**src/hw/rtl/sequence_reorder_window_defines.svh**
```systemverilog
// Assertion macros shared by the reorder window RTL.
`ifndef SEQUENCE_REORDER_WINDOW_DEFINES_SVH
`define SEQUENCE_REORDER_WINDOW_DEFINES_SVH

`ifndef ASSERT_OFF
// Check a property once reset is released.
`define SRW_ASSERT(lbl, clk, rst_n, prop) \
    lbl: assert property (@(posedge clk) disable iff (!rst_n) prop) \
        else $error("sequence reorder window check failed");
// Check a property at every edge, reset included.
`define SRW_ASSERT_RST(lbl, clk, prop) \
    lbl: assert property (@(posedge clk) prop) \
        else $error("sequence reorder window reset check failed");
`else
`define SRW_ASSERT(lbl, clk, rst_n, prop)
`define SRW_ASSERT_RST(lbl, clk, prop)
`endif

`endif

```
**src/hw/rtl/srw_ram.sv**
```systemverilog
module srw_ram #(
    parameter int WIDTH = 8,
    parameter int DEPTH = 32
) (
    input  logic                     i_clk,
    input  logic                     i_we,
    input  logic [$clog2(DEPTH)-1:0] i_waddr,
    input  logic [WIDTH-1:0]         i_wdata,
    input  logic                     i_re,
    input  logic [$clog2(DEPTH)-1:0] i_raddr,
    output logic [WIDTH-1:0]         o_rdata
);

    logic [WIDTH-1:0] r_mem [DEPTH];
    logic [WIDTH-1:0] r_rdata;

    // Write port
    always_ff @(posedge i_clk) begin
        if (i_we) begin
            r_mem[i_waddr] <= i_wdata;
        end
    end

    // Registered read, held while not enabled
    always_ff @(posedge i_clk) begin
        if (i_re) begin
            r_rdata <= r_mem[i_raddr];
        end
    end

    assign o_rdata = r_rdata;

endmodule

```
**config.mk**
```make
export PLATFORM = sky130hd
export DESIGN_NAME = srw_ram
export DESIGN_NICKNAME = d
export VERILOG_FILES = /design/src/hw/rtl/sequence_reorder_window_defines.svh /design/src/hw/rtl/srw_ram.sv
export SDC_FILE = /design/constraint.sdc
export NUM_CORES = 1
export LEC_CHECK = 0
export BUFFER_PORTS_ARGS = -buffer_cell sky130_fd_sc_hd__buf_2
export CAP_MARGIN = 20
export CORE_UTILIZATION = 60
export CTS_CLUSTER_DIAMETER = 80
export DETAILED_ROUTE_END_ITERATION = 8
export PLACE_DENSITY = 0.85
export SETUP_SLACK_MARGIN = 0.1
export SYNTH_ARGS = -nofsm -noshare
export SYNTH_HDL_FRONTEND = slang
export SYNTH_SLANG_ARGS = --single-unit
```
**constraint.sdc**
```tcl
create_clock -name i_clk -period 3.1 [get_ports i_clk]
set_input_delay 0.31 -clock i_clk [delete_from_list [all_inputs] [get_ports i_clk]]
set_output_delay 0.31 -clock i_clk [all_outputs]
set_load 0.02 [all_outputs]
```
==> results of run 1 <==
logic make-up after synthesis:
family | share of synthesized area, %
buf+inv | 1.05
mux | 18.7
flops | 78.2
simple gates | 2.05
cell usage in the layout (no fill, tap or decap):
master / synthesis / layout
buf_12: 0 / 2
buf_2: 1 / 27
buf_4: 6 / 3
bufinv_16: 0 / 4
clkbuf_1: 6 / 1
clkbuf_16: 0 / 25
clkinv_2: 0 / 10
clkinvlp_4: 0 / 3
edfxtp_1: 264 / 264
mux2_2: 8 / 8
mux4_2: 80 / 80
nand2_1: 1 / 1
nand3_1: 2 / 2
nand3b_1: 5 / 5
nor2_1: 33 / 33
or3_1: 1 / 1
or3b_2: 3 / 3
flip-flops by register name, indices dropped and copies added (netlist names):
name	count
r_mem	256
o_rdata	8
per-stage QoR:
step	hold WS, ns	worst slack (ns)	cells	util (%)
2_1_floorplan	0.409	0.848	417	-
3_3_place_gp	0.666	0.507	649	63.5
3_5_place_dp	0.673	0.479	649	63.5
4_1_cts	0.152	0.976	692	68.5
5_1_grt	0.159	0.929	692	68.5
6_report	0.168	0.999	692	68.5
per-layer routing:
metal  GRT usage [%]  routed length [microns]
met3            2.92                     1890
met4            6.27                      406
met5               0                        0
met2            44.8                    11300
met1            39.0                     8590
worst max-delay path, stage by stage:
cell    delay [ns]
buf_4         0.32
buf_12        0.30
mux4_2        0.59
mux4_2        0.53
mux2_2        0.28
area by class of cell:
cell class | count | share of cell area (%)
flip-flops and latches | 264 | 70.0
clock buffers | 26 | 5.56
clock inverters | 17 | 1.70
repair buffers | 32 | 1.75
well taps | 220 | 2.43
multi-input cells | 133 | 18.5
power groups by stage:
stage               Combinational (W)  Clock, W  Sequential, W
floorplan                    0.000212         0        0.00408
global placement             0.000362         0        0.00407
detailed placement           0.000376         0        0.00407
CTS                          0.000388   0.00307        0.00400
global route                 0.000403   0.00320        0.00400
finish                       0.000385   0.00305        0.00400
worst paths after layout:
kind,slack (ns),end,depth (start not counted)
worst max-delay path,1.0,o_rdata[0],5
worst min-delay path,0.17,o_rdata[5],1
worst max register to register,1.04,o_rdata[3],3
worst min register to register,0.99,o_rdata[0],3
==> results.py, run 1 <==
metrics = {
    "power_and_ir_drop": {
        "power.total_w": 0.00744,
        "clkPwrFrac_pct": 41.0,
        "seqPwrFrac_pct": 53.8,
        "p_sw_share_pct": 20.1,
        "power.switching_w": 0.00149,
        "p_int_w": 0.00595,
        "powerDensity_nw_per_um2": 657,
        "combPwrFrac_pct": 5.2,
        "leakage_nw": 3.52,
        "irDropWorstVdd_v": 0.000425,
    },
    "routing": {
        "post-route-drc-count": 0,
        "first_iter_violations": 558,
        "postRouteAntennaNets": 0,
        "post_drt_via_cell_ratio": 6.88,
        "routedWlPerCell_microns": 32.0,
        "drt-pass1-iter-count": 5,
        "drt_wl_total_microns": 22200,
        "vias": 4758,
    },
    "setup_path": {
        "cp-end-kind": "register",
        "reg2reg_from": "r_mem[22][3]",
        "setup.worst_path.class": "in2reg",
        "worstPathArrival_ns": 2.36,
        "crit_required_ns": 3.35,
        "worst-path-max-fanout": 28,
        "crit_start": "i_raddr[0]",
        "critical_path.startpoint_type": "primary input",
    },
    "floorplan": {
        "ioPinCount": 29,
        "fp.dieArea_sq_um": 17400,
        "die_x_microns": 132,
        "die_y_microns": 132,
        "rows": 47,
        "coreArea_sq_um": 16500,
        "initial_utilization_pct": 61.3,
    },
    "synthesis": {
        "synthArstFlopShare_pct": 0,
        "synth.most_common_cell": "edfxtp_1",
        "syn_avg_cell_area_sq_um": 24.3,
        "syn_inst": 417,
        "ys_types": 14,
        "synthTopCellsByArea": "edfxtp_1 (78%), mux4_2 (18%), nor2_1 (1.2%)",
        "synthFlopType": "edfxtp_1",
        "ys_ff_latch": 264,
        "synth_edf_count": 264,
        "yosysWarnings": 0,
        "syn-num-nets": 438,
        "syn_area_sq_um": 10100,
        "ys_top_cells_by_count": "edfxtp_1 (264), mux4_2 (80), nor2_1 (33)",
        "synth-seq-area-share_pct": 78.2,
        "yosysTopAreaCell": "edfxtp_1",
        "synth.top_cell.area_share_pct": 78.2,
    },
    "cts": {
        "clock_path_buffers": 3,
        "clk_pin_slew_ns": 0.07,
        "cts-htree-levels": 1,
        "insertion_delay_ns": 0.50,
        "cts_setup_buffers": 0,
        "hold_buffers": 0,
        "cts_tree": "done",
        "cts_sinks": 264,
        "cts_resized": 0,
        "numCtsBuffers": 24,
        "root_buffer": "clkbuf_16",
    },
    "global_route": {
        "grt_use_total_pct": 26.8,
        "grt_overflow": 0,
        "grt_antenna_before_repair": 0,
        "grt_max_degree": 37,
        "grt_pass1_wl_microns": 32800,
        "grt_pass1_vias": 4882,
    },
    "place": {
        "place_area_sq_um": 10500,
        "dp_hpwl_microns": 12500,
        "place_congestion": 0.766,
        "io_buffers": 28,
    },
    "timing": {
        "final_hold_viol_count": 0,
        "worst-slew-pin-transition_ns": 0.925,
        "fin_skew_ns": 0.00829,
        "max_freq_mhz": 476,
        "rsz0062_at_grt": "no",
        "slew_violations": 0,
        "finalCritPeriodShare_pct": 67.8,
        "setup_violations": 0,
        "slew_headroom_pct": 38.1,
        "min_period_ns": 2.10,
        "fin_tns_setup_ns": 0,
    },
    "cells_and_area": {
        "multi_input_area_sq_um": 2100,
        "drive_above_1_share_pct": 35.0,
        "area_growth_syn_to_layout_pct": 11.7,
        "seqCellArea_sq_um": 7930,
        "diodes": 0,
        "fin_area_sq_um": 11300,
        "nets": 476,
        "fillers": 943,
    },
    "flow_run": {
        "cap_violations": 0,
    },
    "min_path": {
        "holdCritPathClass": "in2reg",
        "hold_start": "i_re",
    },
    "status": {
        "status": "completed",
    },
}
(Power assumes the default switching activity.)
==> inputs of run 2 (changes only) <==
- clock period: 3.1 -> 2.2 ns (I/O delays scaled with it)
==> results.py, run 2 (synthesized netlist as in run 1, its figures left out) <==
metrics = {
    "timing": {
        "setup_violations": 0,
        "rsz0062_at_grt": "no",
        "fin_skew_ns": 0.00987,
        "final_hold_viol_count": 0,
        "min_period_ns": 2.04,
        "slew_violations": 0,
        "worst-slew-pin-transition_ns": 0.641,
        "whs_ns": 0.115,
        "slew_headroom_pct": 57.3,
        "fin_tns_setup_ns": 0,
        "max_freq_mhz": 490,
        "finalCritPeriodShare_pct": 92.8,
    },
    "cells_and_area": {
        "drive_above_1_share_pct": 38.0,
        "fin_area_sq_um": 11600,
        "regMostFlops": "r_mem",
        "stdcell_count": 728,
        "mostFrequentLayoutCell": "edfxtp_1",
        "largest_reg_flops": 256,
        "fillers": 895,
        "diodes": 0,
        "seqCellArea_sq_um": 7930,
        "area_growth_syn_to_layout_pct": 14.5,
        "nets": 514,
        "layout_common_cells": "edfxtp_1 (264), mux4_2 (80), buf_4 (36), nor2_1 (33), buf_2 (27)",
        "multi_input_area_sq_um": 2100,
    },
    "floorplan": {
        "rows": 47,
        "ioPinCount": 29,
        "die_y_microns": 132,
        "fp.dieArea_sq_um": 17400,
        "initial_utilization_pct": 61.3,
        "die_x_microns": 132,
        "coreArea_sq_um": 16500,
    },
    "global_route": {
        "grt_antenna_before_repair": 0,
        "grt_use_total_pct": 27.8,
        "grt_max_degree": 45,
        "grt_pass1_wl_microns": 33600,
        "grt_pass1_vias": 4963,
        "grt_overflow": 0,
    },
    "place": {
        "dp_hpwl_microns": 13900,
        "place_congestion": 0.793,
        "placed_cells": 686,
        "place_area_sq_um": 10800,
        "io_buffers": 28,
    },
    "power_and_ir_drop": {
        "leakage_nw": 3.72,
        "powerDensity_nw_per_um2": 895,
        "irDropWorstVdd_v": 0.000555,
    },
    "routing": {
        "post_drt_via_cell_ratio": 6.73,
        "vias": 4899,
        "drt-pass1-iter-count": 9,
        "postRouteAntennaNets": 0,
        "routedWlPerCell_microns": 31.4,
        "first_iter_violations": 624,
        "post-route-drc-count": 1,
        "drt_wl_total_microns": 22800,
    },
    "cts": {
        "insertion_delay_ns": 0.52,
        "numCtsBuffers": 25,
        "clk_pin_slew_ns": 0.06,
        "hold_buffers": 0,
        "cts_tree": "done",
        "cts-htree-levels": 1,
        "cts_setup_buffers": 0,
        "cts_resized": 0,
        "cts_sinks": 264,
        "root_buffer": "clkbuf_16",
        "clock_path_buffers": 3,
    },
    "min_path": {
        "holdCritPathClass": "in2reg",
    },
    "setup_path": {
        "worst-path-max-fanout": 1,
        "cp-end-kind": "register",
        "r2r_setup_slack_ns": 0.16,
        "crit_required_ns": 2.47,
        "worstPathArrival_ns": 2.31,
        "critical_path.startpoint_type": "register",
        "setup.worst_path.class": "reg2reg",
    },
    "status": {
        "violations": "design-rule violations",
        "status": "finished with violations",
    },
    "flow_run": {
        "cap_violations": 0,
    },
}
[run 2: cell count changes in the layout (fill, tap and decap cells not counted)]
cell,change
bufinv_16,-1
clkinv_2,-6
clkinv_1,+5
clkinv_4,+1
buf_4,+33
clkinvlp_4,-3
clkbuf_1,+3
buf_12,+4
[run 2: power by group]
group	switching [W]	leakage, nW	total [W]	internal [W]
Clock	0.00175	0.383	0.00417	0.00242
Combinational	0.000324	0.949	0.000569	0.000245
Sequential	0.0000320	2.38	0.00565	0.00562
[run 2: layer usage]
metal  global-route usage, %  wire, microns  vias up
met5                       0              0        -
met3                    6.23           2260       47
met4                    10.1            726        0
li1                        -              -     1931
met1                    38.7           8570     2593
met2                    44.2          11300      328
[run 2: metrics by stage]
stage                     total power (W)  setup slack, ns  util, %
after floorplan                   0.00605            0.155        -
after global placement            0.00629          -0.0934     65.5
after detailed placement          0.00631           -0.132     65.5
after CTS                          0.0104            0.175     70.2
after global routing               0.0106            0.170     70.2
final                              0.0104            0.158     70.2
[run 2: path summary, 6_finish.rpt]
kind,to,cells after the start,start
worst max-delay path,o_rdata[5],3,r_mem[30][5]
worst min register to register,o_rdata[7],3,r_mem[16][7]
worst max register to register,o_rdata[5],3,r_mem[30][5]
worst min-delay path,o_rdata[7],1,i_re
[run 2: cell type report]
class,instances,share of cell area (%)
flip-flops and latches,264,68.3
multi-input cells,133,18.1
clock buffers,29,5.52
repair buffers,69,4.53
well taps,220,2.37
clock inverters,13,1.19
[run 2: critical path: stages, from the launching register on]
cell and delay, ns:
edfxtp_1 0.41, mux4_2 0.51, mux4_2 0.57, mux2_2 0.30
==> inputs of run 3 (changes only) <==
--- a/config.mk
+++ b/config.mk
@@ -9,2 +9,3 @@
 export CAP_MARGIN = 20
+export CORE_MARGIN = 1.5
 export CORE_UTILIZATION = 60
==> constraint.sdc (replaced) <==
create_clock -name i_clk -period 2.2 [get_ports i_clk]
set_input_delay 0.44 -clock i_clk [delete_from_list [all_inputs] [get_ports i_clk]]
set_output_delay 0.44 -clock i_clk [all_outputs]
set_load 0.02 [all_outputs]
==> results.py, run 3 (synthesized netlist as in run 1, its figures left out) <==
metrics = {
    "power_and_ir_drop": {
        "irDropWorstVdd_v": 0.000695,
        "power.total_w": 0.00997,
        "leakage_nw": 3.69,
        "powerDensity_nw_per_um2": 862,
    },
    "floorplan": {
        "die_y_microns": 133,
        "ioPinCount": 29,
        "die_x_microns": 133,
        "coreArea_sq_um": 16500,
        "initial_utilization_pct": 61.3,
        "fp.dieArea_sq_um": 17700,
        "rows": 47,
    },
    "timing": {
        "final_hold_viol_count": 0,
        "finalCritPeriodShare_pct": 89.4,
        "setup_slack_ns": 0.232,
        "slew_violations": 0,
        "max_freq_mhz": 508,
        "fin_tns_setup_ns": 0,
        "slew_headroom_pct": 56.7,
        "min_period_ns": 1.97,
        "rsz0062_at_grt": "no",
        "setup_violations": 0,
        "fin_skew_ns": 0.0144,
        "whs_ns": 0.297,
        "worst-slew-pin-transition_ns": 0.650,
    },
    "cells_and_area": {
        "fillers": 929,
        "fin_area_sq_um": 11600,
        "largest_reg_flops": 256,
        "area_growth_syn_to_layout_pct": 14.1,
        "regMostFlops": "r_mem",
        "drive_above_1_share_pct": 38.0,
        "mostFrequentLayoutCell": "edfxtp_1",
        "nets": 515,
        "layout_common_cells": "edfxtp_1 (264), mux4_2 (80), buf_4 (36), nor2_1 (33), buf_2 (27)",
    },
    "routing": {
        "vias": 4817,
        "drt_wl_total_microns": 21100,
        "routedWlPerCell_microns": 28.9,
        "drt-pass1-iter-count": 5,
        "post-route-drc-count": 0,
        "post_drt_via_cell_ratio": 6.59,
        "first_iter_violations": 757,
        "postRouteAntennaNets": 0,
    },
    "place": {
        "io_buffers": 28,
        "dp_hpwl_microns": 13000,
        "place_congestion": 0.794,
        "place_ws_ns": -0.277,
        "place_area_sq_um": 10800,
    },
    "status": {
        "status": "completed",
    },
    "min_path": {
        "holdCritPathClass": "in2reg",
    },
    "setup_path": {
        "worstPathArrival_ns": 2.23,
        "worst-path-max-fanout": 1,
        "setup.worst_path.class": "reg2reg",
        "critical_path.startpoint_type": "register",
        "crit_required_ns": 2.47,
        "cp-end-kind": "register",
    },
    "cts": {
        "cts_tree": "done",
        "hold_buffers": 0,
        "clk_pin_slew_ns": 0.06,
        "cts_resized": 0,
        "insertion_delay_ns": 0.52,
        "cts-htree-levels": 1,
        "cts_sinks": 264,
        "clock_path_buffers": 3,
        "cts_setup_buffers": 0,
        "numCtsBuffers": 25,
        "root_buffer": "clkbuf_16",
    },
    "flow_run": {
        "cap_violations": 0,
    },
    "global_route": {
        "grt_use_total_pct": 25.2,
        "grt_pass1_vias": 4995,
        "grt_pass1_wl_microns": 31700,
        "grt_overflow": 0,
        "grt_antenna_before_repair": 1,
        "grt_max_degree": 35,
    },
}
run 3: changes by cell type in the layout (fill, tap and decap cells not counted), sizes merged:
cell	change
buf	+1
diode	+1
clkinv	+2
bufinv	-3
clkinvlp	+2
run 3: critical path: stages (launching register included):
cell,delay (ns)
edfxtp_1,0.39
mux4_2,0.52
mux4_2,0.52
mux2_2,0.27
run 3: path summary, 6_finish.rpt:
path           startpoint    endpoint  slack (ns)  cells after the start
max          r_mem[22][2]  o_rdata[2]        0.23                      3
min                  i_re  o_rdata[6]        0.30                      1
max reg2reg  r_mem[22][2]  o_rdata[2]        0.23                      3
min reg2reg  r_mem[13][3]  o_rdata[3]        0.98                      3
run 3: layout make-up:
class / count / area [sq um] / area share (%)
clock buffer: 29 / 641 / 5.54
clock inverter: 14 / 67.6 / 0.585
tap: 220 / 275 / 2.38
antenna: 1 / 2.50 / 0.0216
sequential: 264 / 7930 / 68.6
timing repair buffer: 70 / 546 / 4.72
multi-input combinational: 133 / 2100 / 18.2
run 3: power by group:
part | switching [W] | leakage [nW] | internal (W)
combinational | 0.000311 | 0.959 | 0.000249
sequential | 0.0000215 | 2.38 | 0.00561
clock | 0.00170 | 0.346 | 0.00207
run 3: routing by layer:
metal	global-route usage [%]	vias up	routed length (microns)
met1	36.9	2552	8000
met3	3.56	35	2010
met4	7.02	0	425
li1	-	1931	-
met5	0	-	0
met2	40.9	299	10700
run 3: metrics by stage:
stage | instances | utilization (%)
floorplan | 417 | -
global placement | 687 | 65.6
detailed placement | 687 | 65.6
CTS | 730 | 69.9
global route | 731 | 69.9
finish | 731 | 69.9
