**src/hw/rtl/sequence_reorder_window_defines.svh**
```systemverilog
// Assertion macros shared by the reorder window RTL.
`ifndef SEQUENCE_REORDER_WINDOW_DEFINES_SVH
`define SEQUENCE_REORDER_WINDOW_DEFINES_SVH

`ifndef ASSERT_OFF
// Check a property once reset is released.
`define SRW_ASSERT(lbl, clk, rst_n, prop) \
    lbl: assert property (@(posedge clk) disable iff (!rst_n) prop) \
        else $error("sequence reorder window check failed");
// Check a property at every edge, reset included.
`define SRW_ASSERT_RST(lbl, clk, prop) \
    lbl: assert property (@(posedge clk) prop) \
        else $error("sequence reorder window reset check failed");
`else
`define SRW_ASSERT(lbl, clk, rst_n, prop)
`define SRW_ASSERT_RST(lbl, clk, prop)
`endif

`endif

```
**src/hw/rtl/srw_pkg.sv**
```systemverilog
package srw_pkg;

    // Field widths of one packet word
    localparam int SEQ_W    = 32;
    localparam int PRICE_W  = 64;
    localparam int QTY_W    = 32;
    localparam int STAMP_W  = 63;
    localparam int FLAG_W   = 3;
    localparam int STATUS_W = 2;

    // Stream packing
    localparam int FIELDS_W   = SEQ_W + PRICE_W + QTY_W + STAMP_W;
    localparam int DATA_W     = ((FIELDS_W + 7) / 8) * 8;
    localparam int PAD_W      = DATA_W - FIELDS_W;
    localparam int IN_USER_W  = FLAG_W;
    localparam int OUT_USER_W = STATUS_W + FLAG_W;

    // Bit offsets inside tdata
    localparam int PRICE_LSB = SEQ_W;
    localparam int QTY_LSB   = PRICE_LSB + PRICE_W;
    localparam int STAMP_LSB = QTY_LSB + QTY_W;

    typedef enum logic [STATUS_W-1:0] {
        STATUS_RELEASE = 2'd0,
        STATUS_STALE   = 2'd1,
        STATUS_BEYOND  = 2'd2
    } t_status;

    // One ring slot as held in memory
    typedef struct packed {
        logic                      valid;
        logic [FLAG_W-1:0]         flags;
        logic [STAMP_W-1:0]        stamp;
        logic [QTY_W-1:0]          qty;
        logic signed [PRICE_W-1:0] price;
    } t_entry;

    localparam int ENTRY_W = $bits(t_entry);

    // One result word
    typedef struct packed {
        t_status                   status;
        logic [SEQ_W-1:0]          seq;
        logic signed [PRICE_W-1:0] price;
        logic [QTY_W-1:0]          qty;
        logic [STAMP_W-1:0]        stamp;
        logic [FLAG_W-1:0]         flags;
        logic                      last;
    } t_result;

    // Result handed from the controller to the output register
    typedef struct packed {
        logic    valid;
        t_result res;
    } t_push;

    typedef enum logic [2:0] {
        ST_CLEAR,
        ST_IDLE,
        ST_CLASSIFY,
        ST_LOOKUP,
        ST_RELEASE
    } t_state;

endpackage

```
**src/hw/rtl/srw_ctrl.sv**
```systemverilog
module srw_ctrl import srw_pkg::*; #(
    parameter int WINDOW = 32
) (
    input  logic                      i_clk,
    input  logic                      i_rst_n,
    input  logic                      i_valid,
    output logic                      o_ready,
    input  logic [SEQ_W-1:0]          i_seq,
    input  t_entry                    i_pay,
    input  logic                      i_push_ready,
    output t_push                     o_push,
    output logic                      o_ram_we,
    output logic [$clog2(WINDOW)-1:0] o_ram_waddr,
    output t_entry                    o_ram_wdata,
    output logic                      o_ram_re,
    output logic [$clog2(WINDOW)-1:0] o_ram_raddr,
    input  t_entry                    i_ram_rdata
);

    localparam int SLOT_W = $clog2(WINDOW);
    localparam int SUM_W  = SLOT_W + 1;

    t_state              r_state, n_state;
    logic [SLOT_W-1:0]   r_head, n_head;
    logic [SEQ_W-1:0]    r_expected, n_expected;
    logic [SLOT_W-1:0]   r_clr_addr, n_clr_addr;
    logic [SEQ_W-1:0]    r_seq, n_seq;
    logic [SEQ_W-1:0]    r_offset, n_offset;
    t_entry              r_pay, n_pay;
    logic [SLOT_W-1:0]   r_slot, n_slot;
    t_result             r_pend, n_pend;

    logic                w_stale;
    logic                w_drop;
    logic [SUM_W-1:0]    w_sum;
    logic [SLOT_W-1:0]   w_slot;
    logic [SLOT_W-1:0]   w_head_inc;
    logic                w_at_head;

    function automatic t_result drop_result(t_status status, logic [SEQ_W-1:0] seq);
        t_result res;
        res        = '0;
        res.status = status;
        res.seq    = seq;
        res.last   = 1'b1;
        return res;
    endfunction

    function automatic t_result release_result(t_entry ent, logic [SEQ_W-1:0] seq);
        t_result res;
        res.status = STATUS_RELEASE;
        res.seq    = seq;
        res.price  = ent.price;
        res.qty    = ent.qty;
        res.stamp  = ent.stamp;
        res.flags  = ent.flags;
        res.last   = 1'b0;
        return res;
    endfunction

    // Classify the offset and map it onto the ring
    assign w_stale    = r_offset[SEQ_W-1];
    assign w_drop     = w_stale || (r_offset >= SEQ_W'(WINDOW));
    assign w_sum      = {1'b0, r_head} + {1'b0, r_offset[SLOT_W-1:0]};
    assign w_slot     = (w_sum >= SUM_W'(WINDOW)) ? SLOT_W'(w_sum - SUM_W'(WINDOW))
                                                  : w_sum[SLOT_W-1:0];
    assign w_head_inc = (r_head == SLOT_W'(WINDOW - 1)) ? '0 : r_head + 1'b1;
    assign w_at_head  = (r_slot == r_head);

    // Next state
    always_comb begin
        n_state = r_state;
        unique case (r_state)
            ST_CLEAR: begin
                if (r_clr_addr == SLOT_W'(WINDOW - 1)) n_state = ST_IDLE;
            end
            ST_IDLE: begin
                if (i_valid) n_state = ST_CLASSIFY;
            end
            ST_CLASSIFY: begin
                if (!w_drop) n_state = ST_LOOKUP;
                else if (i_push_ready) n_state = ST_IDLE;
            end
            ST_LOOKUP: begin
                if (i_ram_rdata.valid) begin
                    if (i_push_ready) n_state = ST_IDLE;
                end else if (w_at_head) begin
                    n_state = ST_RELEASE;
                end else begin
                    n_state = ST_IDLE;
                end
            end
            ST_RELEASE: begin
                if (i_push_ready && !i_ram_rdata.valid) n_state = ST_IDLE;
            end
            default: n_state = ST_CLEAR;
        endcase
    end

    // Outputs, memory accesses and datapath updates
    always_comb begin
        n_head      = r_head;
        n_expected  = r_expected;
        n_clr_addr  = r_clr_addr;
        n_seq       = r_seq;
        n_offset    = r_offset;
        n_pay       = r_pay;
        n_slot      = r_slot;
        n_pend      = r_pend;
        o_ready     = 1'b0;
        o_push      = '0;
        o_ram_we    = 1'b0;
        o_ram_waddr = r_slot;
        o_ram_wdata = r_pay;
        o_ram_re    = 1'b0;
        o_ram_raddr = w_slot;
        unique case (r_state)
            ST_CLEAR: begin
                // sweep every slot to invalid
                o_ram_we    = 1'b1;
                o_ram_waddr = r_clr_addr;
                o_ram_wdata = '0;
                n_clr_addr  = r_clr_addr + 1'b1;
            end
            ST_IDLE: begin
                o_ready = 1'b1;
                if (i_valid) begin
                    n_seq    = i_seq;
                    n_offset = i_seq - r_expected;
                    n_pay    = i_pay;
                end
            end
            ST_CLASSIFY: begin
                if (w_drop) begin
                    o_push.valid = i_push_ready;
                    o_push.res   = drop_result(w_stale ? STATUS_STALE : STATUS_BEYOND, r_seq);
                end else begin
                    o_ram_re    = 1'b1;
                    o_ram_raddr = w_slot;
                    n_slot      = w_slot;
                end
            end
            ST_LOOKUP: begin
                if (i_ram_rdata.valid) begin
                    // duplicate: keep the stored packet
                    o_push.valid = i_push_ready;
                    o_push.res   = drop_result(STATUS_STALE, r_seq);
                end else if (w_at_head) begin
                    // new packet is the head: release it, fetch the next slot
                    n_pend      = release_result(r_pay, r_expected);
                    n_head      = w_head_inc;
                    n_expected  = r_expected + 1'b1;
                    o_ram_re    = 1'b1;
                    o_ram_raddr = w_head_inc;
                end else begin
                    // park the packet in its slot
                    o_ram_we    = 1'b1;
                    o_ram_waddr = r_slot;
                    o_ram_wdata = r_pay;
                end
            end
            ST_RELEASE: begin
                if (i_push_ready) begin
                    o_push.valid    = 1'b1;
                    o_push.res      = r_pend;
                    o_push.res.last = !i_ram_rdata.valid;
                    if (i_ram_rdata.valid) begin
                        // drain the head slot and look one further
                        o_ram_we    = 1'b1;
                        o_ram_waddr = r_head;
                        o_ram_wdata = '0;
                        n_pend      = release_result(i_ram_rdata, r_expected);
                        n_head      = w_head_inc;
                        n_expected  = r_expected + 1'b1;
                        o_ram_re    = 1'b1;
                        o_ram_raddr = w_head_inc;
                    end
                end
            end
            default: begin
                o_ready = 1'b0;
            end
        endcase
    end

    // Control registers
    always_ff @(posedge i_clk) begin
        if (!i_rst_n) begin
            r_state    <= ST_CLEAR;
            r_head     <= '0;
            r_expected <= '0;
            r_clr_addr <= '0;
        end else begin
            r_state    <= n_state;
            r_head     <= n_head;
            r_expected <= n_expected;
            r_clr_addr <= n_clr_addr;
        end
    end

    // Payload registers
    always_ff @(posedge i_clk) begin
        r_seq    <= n_seq;
        r_offset <= n_offset;
        r_pay    <= n_pay;
        r_slot   <= n_slot;
        r_pend   <= n_pend;
    end

endmodule

```
**config.mk**
```make
export PLATFORM = sky130hd
export DESIGN_NAME = srw_ctrl
export DESIGN_NICKNAME = d
export VERILOG_FILES = /design/src/hw/rtl/sequence_reorder_window_defines.svh /design/src/hw/rtl/srw_pkg.sv /design/src/hw/rtl/srw_ctrl.sv
export SDC_FILE = /design/constraint.sdc
export NUM_CORES = 1
export LEC_CHECK = 0
export ABC_AREA = 1
export ABC_CLOCK_PERIOD_IN_PS = 17500
export BUFFER_PORTS_ARGS = -buffer_cell sky130_fd_sc_hd__buf_2
export CAP_MARGIN = 20
export CORE_AREA = 2 2 284 286
export CTS_CLUSTER_SIZE = 20
export DETAILED_ROUTE_END_ITERATION = 12
export DIE_AREA = 0 0 286 288
export GPL_TIMING_DRIVEN = 0
export PLACE_DENSITY = 0.54
export SYNTH_ARGS = -nofsm -noshare
export SYNTH_HDL_FRONTEND = slang
export SYNTH_SLANG_ARGS = --single-unit
export TNS_END_PERCENT = 50
```
**constraint.sdc**
```tcl
create_clock -name i_clk -period 17.5 [get_ports i_clk]
set_input_delay 3.5 -clock i_clk [delete_from_list [all_inputs] [get_ports i_clk]]
set_output_delay 3.5 -clock i_clk [all_outputs]
set_load 0.05 [all_outputs]
```
==> results of run 1 <==
==> power breakdown <==
part	total, mW	leakage, nW	internal, mW	switching (mW)
registers	1.22	4.14	1.22	0.000606
clock network	1.29	0.947	0.768	0.527
logic	0.112	8.12	0.0465	0.0651
==> sequential cells by signal, summed over array words and instances, names as in the netlist, 5 cells and up <==
register,count
r_expected,32
r_pay,163
r_slot,5
r_clr_addr,5
r_seq,32
r_pend,194
r_offset,32
r_head,5
==> Yosys cell counts <==
library cell / count
o221ai_1: 2
nor3_1: 22
nor2_2: 1
nor2_1: 445
clkinv_1: 1
nor4_1: 3
xnor2_1: 4
a31oi_1: 5
inv_2: 4
buf_2: 37
dfxtp_1: 45
nor2_4: 1
edfxtp_1: 426
nand4_1: 14
nand3b_1: 3
clkbuf_1: 62
xor2_1: 34
ha_1: 40
buf_1: 6
buf_6: 1
nand3_1: 50
a21oi_2: 10
nand2_2: 14
nand2_4: 1
buf_8: 1
o21ai_0: 228
a21o_1: 2
nor2_8: 1
fa_1: 2
o21a_1: 3
a21oi_1: 68
nand2_1: 672
o31ai_1: 1
o21bai_1: 1
inv_1: 311
==> layer usage <==
layer	vias up	wire length, µm	part of all wire [%]	global-route usage [%]
met4	18	2280	1.9	5.43
met2	1007	50800	42	41.1
met3	148	15600	13	12.2
li1	9789	-	-	-
met5	-	136	0.11	0
met1	10156	50800	42	37.6
==> layout by cell type, fill, tap and decap left out, drive strengths merged, types with 40 or more instances in the layout <==
| master | count |
|---|---|
| buf | 790 |
| nand2 | 687 |
| nor2 | 448 |
| edfxtp | 426 |
| inv | 316 |
| o21ai | 228 |
| clkbuf | 124 |
| a21oi | 78 |
| nand3 | 50 |
| dfxtp | 45 |
| ha | 40 |
==> path summary, 6_finish.rpt <==
check                               endpoint  slack (ns)
setup / recovery             o_ram_wdata[92]        8.23
hold / removal    r_clr_addr[4]$_SDFFE_PN0N_        0.51
setup reg to reg        r_pend[85]$_DFFE_PP_       14.47
hold reg to reg   r_clr_addr[4]$_SDFFE_PN0N_        0.51
==> worst max-delay path: cells and delay by family <==
family / cells / cell delay [ns]
buf+inv: 6 / 1.70
simple gates: 2 / 0.39
compound gates: 1 / 0.17
==> per-stage QoR <==
step	worst slack [ns]	TNS (ns)	instances	total power [mW]
CTS	8.16	0	4428	2.64
finish	8.23	0	4448	2.63
global placement	-2.48	-547.99	4316	1.35
floorplan	3.82	0	2521	1.29
detailed placement	8.17	0	4326	1.35
global route	8.08	0	4436	2.69
==> cells by family (layout without fill, tap and decap cells) <==
group / Yosys count / count (layout) / share of synthesized area, %
simple gates: 1227 / 1227 / 21.2
flops: 471 / 471 / 60.3
buf+inv: 423 / 1270 / 7.28
compound gates: 320 / 320 / 7.36
fa+ha+maj: 42 / 42 / 2.38
xor+xnor: 38 / 38 / 1.47
other cells: 0 / 20 / 0
==> layout make-up <==
class,count,area [µm²],share of cell area (%)
Tap cell,1060,1330,4.42
Clock buffer,62,1420,4.74
Inverter,316,1190,3.95
Timing Repair Buffer,745,3900,13.0
Clock inverter,40,583,1.94
Antenna cell,20,50.0,0.167
Buffer,107,477,1.59
Multi-Input combinational cell,1627,7370,24.6
Sequential cell,471,13700,45.6
==> impl_metrics.toml, run 1 <==
[clock_network]
cts_post_setup_buffers_inserted = 0
cts_buffer_depth = 3
hold_buffers = 0
cts_made_buffers = 56
root_buffer = "clkbuf_16"
cts_tree = "yes"
cts_max_level = 2
cts_resized = 0
path_clk_slew_ns = 0.06
clkLatencyLatePin_ns = 0.65
clock-sinks = 471

[sta]
slew_headroom_pct = 24.1
drv_slew = 0
setup_viol = 0
max_freq_ghz = 0.108
worst_hold_slack_ns = 0.513
skew_ns = 0.0526
rsz0062_at_grt = "no"
worst_slew_pin_slew_ns = 1.14
final.min_clock_period_ns = 9.27
finalCritPeriodShare_pct = 53.0
hold_viol_final = 0

[layout]
drive_above_1_share_pct = 26.9
nFillCells = 8467
nets = 3728
syn_to_final_growth_pct = 32.2
postLayoutCoreUtil_pct = 37.7
stdcell_area_um2 = 30000

[route]
ant_nets = 0
wl_per_cell_um = 26.9
routed_wl_mm = 120
drt-pass1-iter-count = 5
vias = 21118
vias_per_cell = 4.75
drt_iter0_drc = 2194
drc = 0

[worst_setup_path]
cp_max_fo = 10
cp_cell_sequence = "buf_2, inv_1, o21ai_0, nand2_1, inv_1, buf_2, buf_2, nor2_1, buf_2"
end_kind = "output pin"
worstSetupPathType = "input pin to output pin"
crit_arrival_ns = 5.77
max_stage_delay_ns = 0.46
critPathLaunchType = "input pin"
cp.required_ns = 14.00
startpoint = "i_ram_rdata[162]"
r2r-start = "r_state[1]$_SDFFE_PN0P_"
critPathSlowestCell = "buf_2"
reg2regPathDepth = 6
crit_path_frequent_cell = "buf_2"

[global_route]
grt_pass1_vias = 19367
grt.total_usage_pct = 27.8
grt_pass1_wl_mm = 157
grt_overflow = 0
antenna_found_initial = 35
grt_max_degree = 104

[yosys]
synth_top_area_share_pct = 56.3
ys_seq_elements = 471
netlist_area_um2 = 22700
yosysTopAreaCell = "edfxtp_1"
synth.avg_cell_area_um2 = 9.01
synth_cell_types = 35
synth-warning-count = 0
synthTopCellsByArea = "edfxtp_1, nand2_1, nor2_1"
yosysSeqAreaShare_pct = 60.3
syn_inst = 2521
syn_nets = 2925

[die]
io_pins = 736
die_w_um = 286
die_area_um2 = 82400
rows = 104
initial_core_util_pct = 28.5
die-height_um = 288
core_um2 = 79600

[outcome]
status = "finished, final reports clean"

[pwr]
powerDensity_nw_per_um2 = 87.5
p_leak_nw = 13.2
ir_worst_vdd_uv = 78.9

[min_path]
hp-start = "r_clr_addr[4]$_SDFFE_PN0N_"
hold_path_class = "flip-flop to flip-flop"
hold_depth = 2

[placement]
portBuffers = 735
dpl-instance-area_um2 = 28000
place_congestion = 0.941
hpwl_mm = 97.5

[run]
drv_cap = 0
No activity file was read; power rests on OpenSTA's default activity.
==> run 2: changes to the inputs <==
ABC_AREA = 0   (was 1)
ABC_CLOCK_PERIOD_IN_PS = 8200   (was 17500)
CORE_AREA = 2 2 286 288   (was 2 2 284 286)
DIE_AREA = 0 0 288 290   (was 0 0 286 288)
clock period = 8.2 ns   (was 17.5 ns; I/O delays follow)
==> run 2 against run 1 <==
Effect of this change:
- sequential share of layout area up 1.8 points
- clock power rose by 96%
- count of clock-buffer cells in the layout rose by 4
- critical path type unchanged
- critical endpoint is now o_ram_wdata[60]
- largest power group is now sequential cells
==> impl_metrics.toml, run 2 <==
[pwr]
p_leak_nw = 12.5
powerDensity_nw_per_um2 = 186
ir_worst_vdd_uv = 144
power_mw = 5.36

[route]
vias = 16963
ant_nets = 0
top_layer = "met5"
routed_wl_mm = 94.6
drc = 0
vias_per_cell = 4.79
wl_met1_mm = 37.7
wl_met2_mm = 45.4
drt_iter0_drc = 1322
route.met3.wl_mm = 7.53
drt-pass1-iter-count = 6
wl_per_cell_um = 26.7

[sta]
skew_ns = 0.0230
final.min_clock_period_ns = 6.08
drv_slew = 0
finalCritPeriodShare_pct = 74.1
max_freq_ghz = 0.165
worst_slew_pin_slew_ns = 1.10
layout_setup_ws_ns = 2.12
setup_viol = 0
rsz0062_at_grt = "no"
hold_viol_final = 0
slew_headroom_pct = 26.9

[clock_network]
cts_max_level = 2
cts_resized = 0
root_buffer = "clkbuf_16"
clock-sinks = 471
path_clk_slew_ns = 0.06
hold_buffers = 0
clkLatencyLatePin_ns = 0.63
cts_post_setup_buffers_inserted = 0
cts_buffer_depth = 3
cts_tree = "yes"
cts_made_buffers = 57

[yosys]
async_flop_share_pct = 0
synth-warning-count = 0
syn_nets = 2005
synth.avg_cell_area_um2 = 13.4
yosysTopAreaCell = "edfxtp_1"
synth_cell_types = 65
netlist_area_um2 = 21500
synthSimpleGateAreaFrac_pct = 14.5
ys.flop_type = "edfxtp_1"
synth-xor-area-share_pct = 2.80
synth_fa_ha_area_share_pct = 2.51
synth_top_area_share_pct = 59.4
yosys-top-cells-count = "edfxtp_1, and3_1, and2_1"
yosysSeqAreaShare_pct = 63.6
synth-edff-count = 426
synth_compound_area_share_pct = 5.21
synth_top_family_by_area = "simple AND/OR/NAND/NOR gates"
ys_seq_elements = 471
syn_inst = 1601
muxShareOfSynthArea_pct = 8.66
yosysMostFrequentCell = "edfxtp_1"
synthTopCellsByArea = "edfxtp_1, mux2_2, and3_1"

[die]
initial_core_util_pct = 26.9
die_w_um = 288
io_pins = 736
die-height_um = 290
core_um2 = 80200
die_area_um2 = 83500
rows = 104

[worst_setup_path]
end_kind = "output pin"
cp_max_fo = 10
critical-path-top-delay-family = "buffers and inverters"
cp.depth = 8
cp_cell_sequence = "clkbuf_1, nand2_1, a211o_1, clkbuf_1, buf_8, clkbuf_1, and2_1, buf_2"
critPathSlowestCell = "clkbuf_1"
reg2regPathDepth = 11
cp.required_ns = 6.56
critPathLaunchType = "input pin"
crit_path_frequent_cell = "clkbuf_1"
worst-path-buf-inv = 5
crit_arrival_ns = 4.44
worstSetupPathType = "input pin to output pin"
max_stage_delay_ns = 0.74

[layout]
top_register = "r_pend"
largest_reg_flops = 194
nets = 2827
nFillCells = 7967
layout_common_cells = "buf_2, edfxtp_1, and3_1, and2_1, mux2_2"
top_regs = "r_pend (194), r_pay (163)"
layout_commonest_cell = "buf_2"
drive_above_1_share_pct = 41.7
fin_cells = 3541
postLayoutCoreUtil_pct = 36.0
syn_to_final_growth_pct = 34.0

[placement]
place_congestion = 0.902
hpwl_mm = 74.7
dp.cells = 3424
dp_worst_setup_slack_ns = 1.83
portBuffers = 734

[global_route]
grt_overflow = 0
grt_max_degree = 78
grt.total_usage_pct = 21.7
antenna_found_initial = 24
grt_pass1_wl_mm = 129
grt_pass1_vias = 17225

[run]
drv_cap = 0

[min_path]
hold_path_class = "flip-flop to flip-flop"
hold_depth = 0

[outcome]
status = "finished, final reports clean"
==> run 2: cell count changes in the layout (fill, tap and decap cells not counted), moves of 29 or more <==
cell / before / now
nand2_1: 672 / 51
nor2_1: 444 / 73
inv_1: 311 / 55
o21ai_0: 228 / 20
and3_1: 0 / 169
and2_1: 0 / 168
mux2_2: 0 / 162
xnor2_1: 4 / 52
a21oi_1: 68 / 28
buf_2: 771 / 737
a22o_1: 0 / 32
clkbuf_1: 68 / 97
==> run 2: path summary, 6_finish.rpt <==
path,start,end,slack [ns]
hold reg to reg,r_expected[8]$_SDFFE_PN0P_,r_pend[171]$_DFFE_PP_,0.46
hold / removal,r_expected[8]$_SDFFE_PN0P_,r_pend[171]$_DFFE_PP_,0.46
setup / recovery,i_push_ready,o_ram_wdata[60],2.12
setup reg to reg,r_head[0]$_SDFFE_PN0P_,r_expected[25]$_SDFFE_PN0P_,4.84
==> run 2: worst reg2reg max path, cell delays in order (launching register included) <==
cell	delay [ns]
dfxtp_1	0.53
xnor2_1	0.17
nand3_1	0.12
o31a_1	0.28
buf_2	0.22
inv_8	0.35
nand3_1	0.18
nor3_2	0.56
buf_2	0.40
nand4_1	0.17
xnor2_1	0.18
nor2_1	0.05
==> run 2: cell type report <==
cell class	instances	area [µm²]	area share, %
multi-input cells	976	7260	25.2
clock buffers	66	1490	5.17
well taps	1060	1330	4.60
plain buffers	96	373	1.29
inverters	58	238	0.824
diodes	11	27.5	0.0954
flip-flops and latches	471	13700	47.5
repair buffers	763	4080	14.1
clock inverters	40	353	1.22
==> run 2: logic make-up (layout without fill, tap and decap cells) <==
kind of cell	after synthesis	count (layout)
XOR/XNOR	68	68
buffers and inverters	154	1023
flip-flops	471	471
adder cells (fa/ha/maj)	42	42
AND/OR/NAND/NOR	544	544
multiplexers	166	166
AO/OA/AOI/OAI	156	156
other	0	11
==> run 2: power breakdown <==
| part | internal (mW) | switching, mW | leakage, nW |
|---|---|---|---|
| clock network | 1.46 | 1.08 | 0.900 |
| logic | 0.101 | 0.120 | 7.36 |
| registers | 2.60 | 0.00166 | 4.19 |
| total | 4.16 | 1.20 | 12.5 |
==> run 2: per-stage QoR <==
stage          hold WS, ns  TNS (ns)  cell area [µm²]
2_1_floorplan        0.422   -245.64            21600
3_3_place_gp         0.444  -1278.29            26600
3_5_place_dp         0.436         0            27000
4_1_cts              0.457         0            28800
5_1_grt              0.472         0            28800
6_report             0.458         0            28800
==> run 2: per-layer routing <==
layer / vias to the layer above / GRT usage, %
li1: 7566 / -
met1: 8431 / 26.2
met2: 802 / 36.8
met3: 152 / 5.51
met4: 12 / 8.63
met5: - / 0
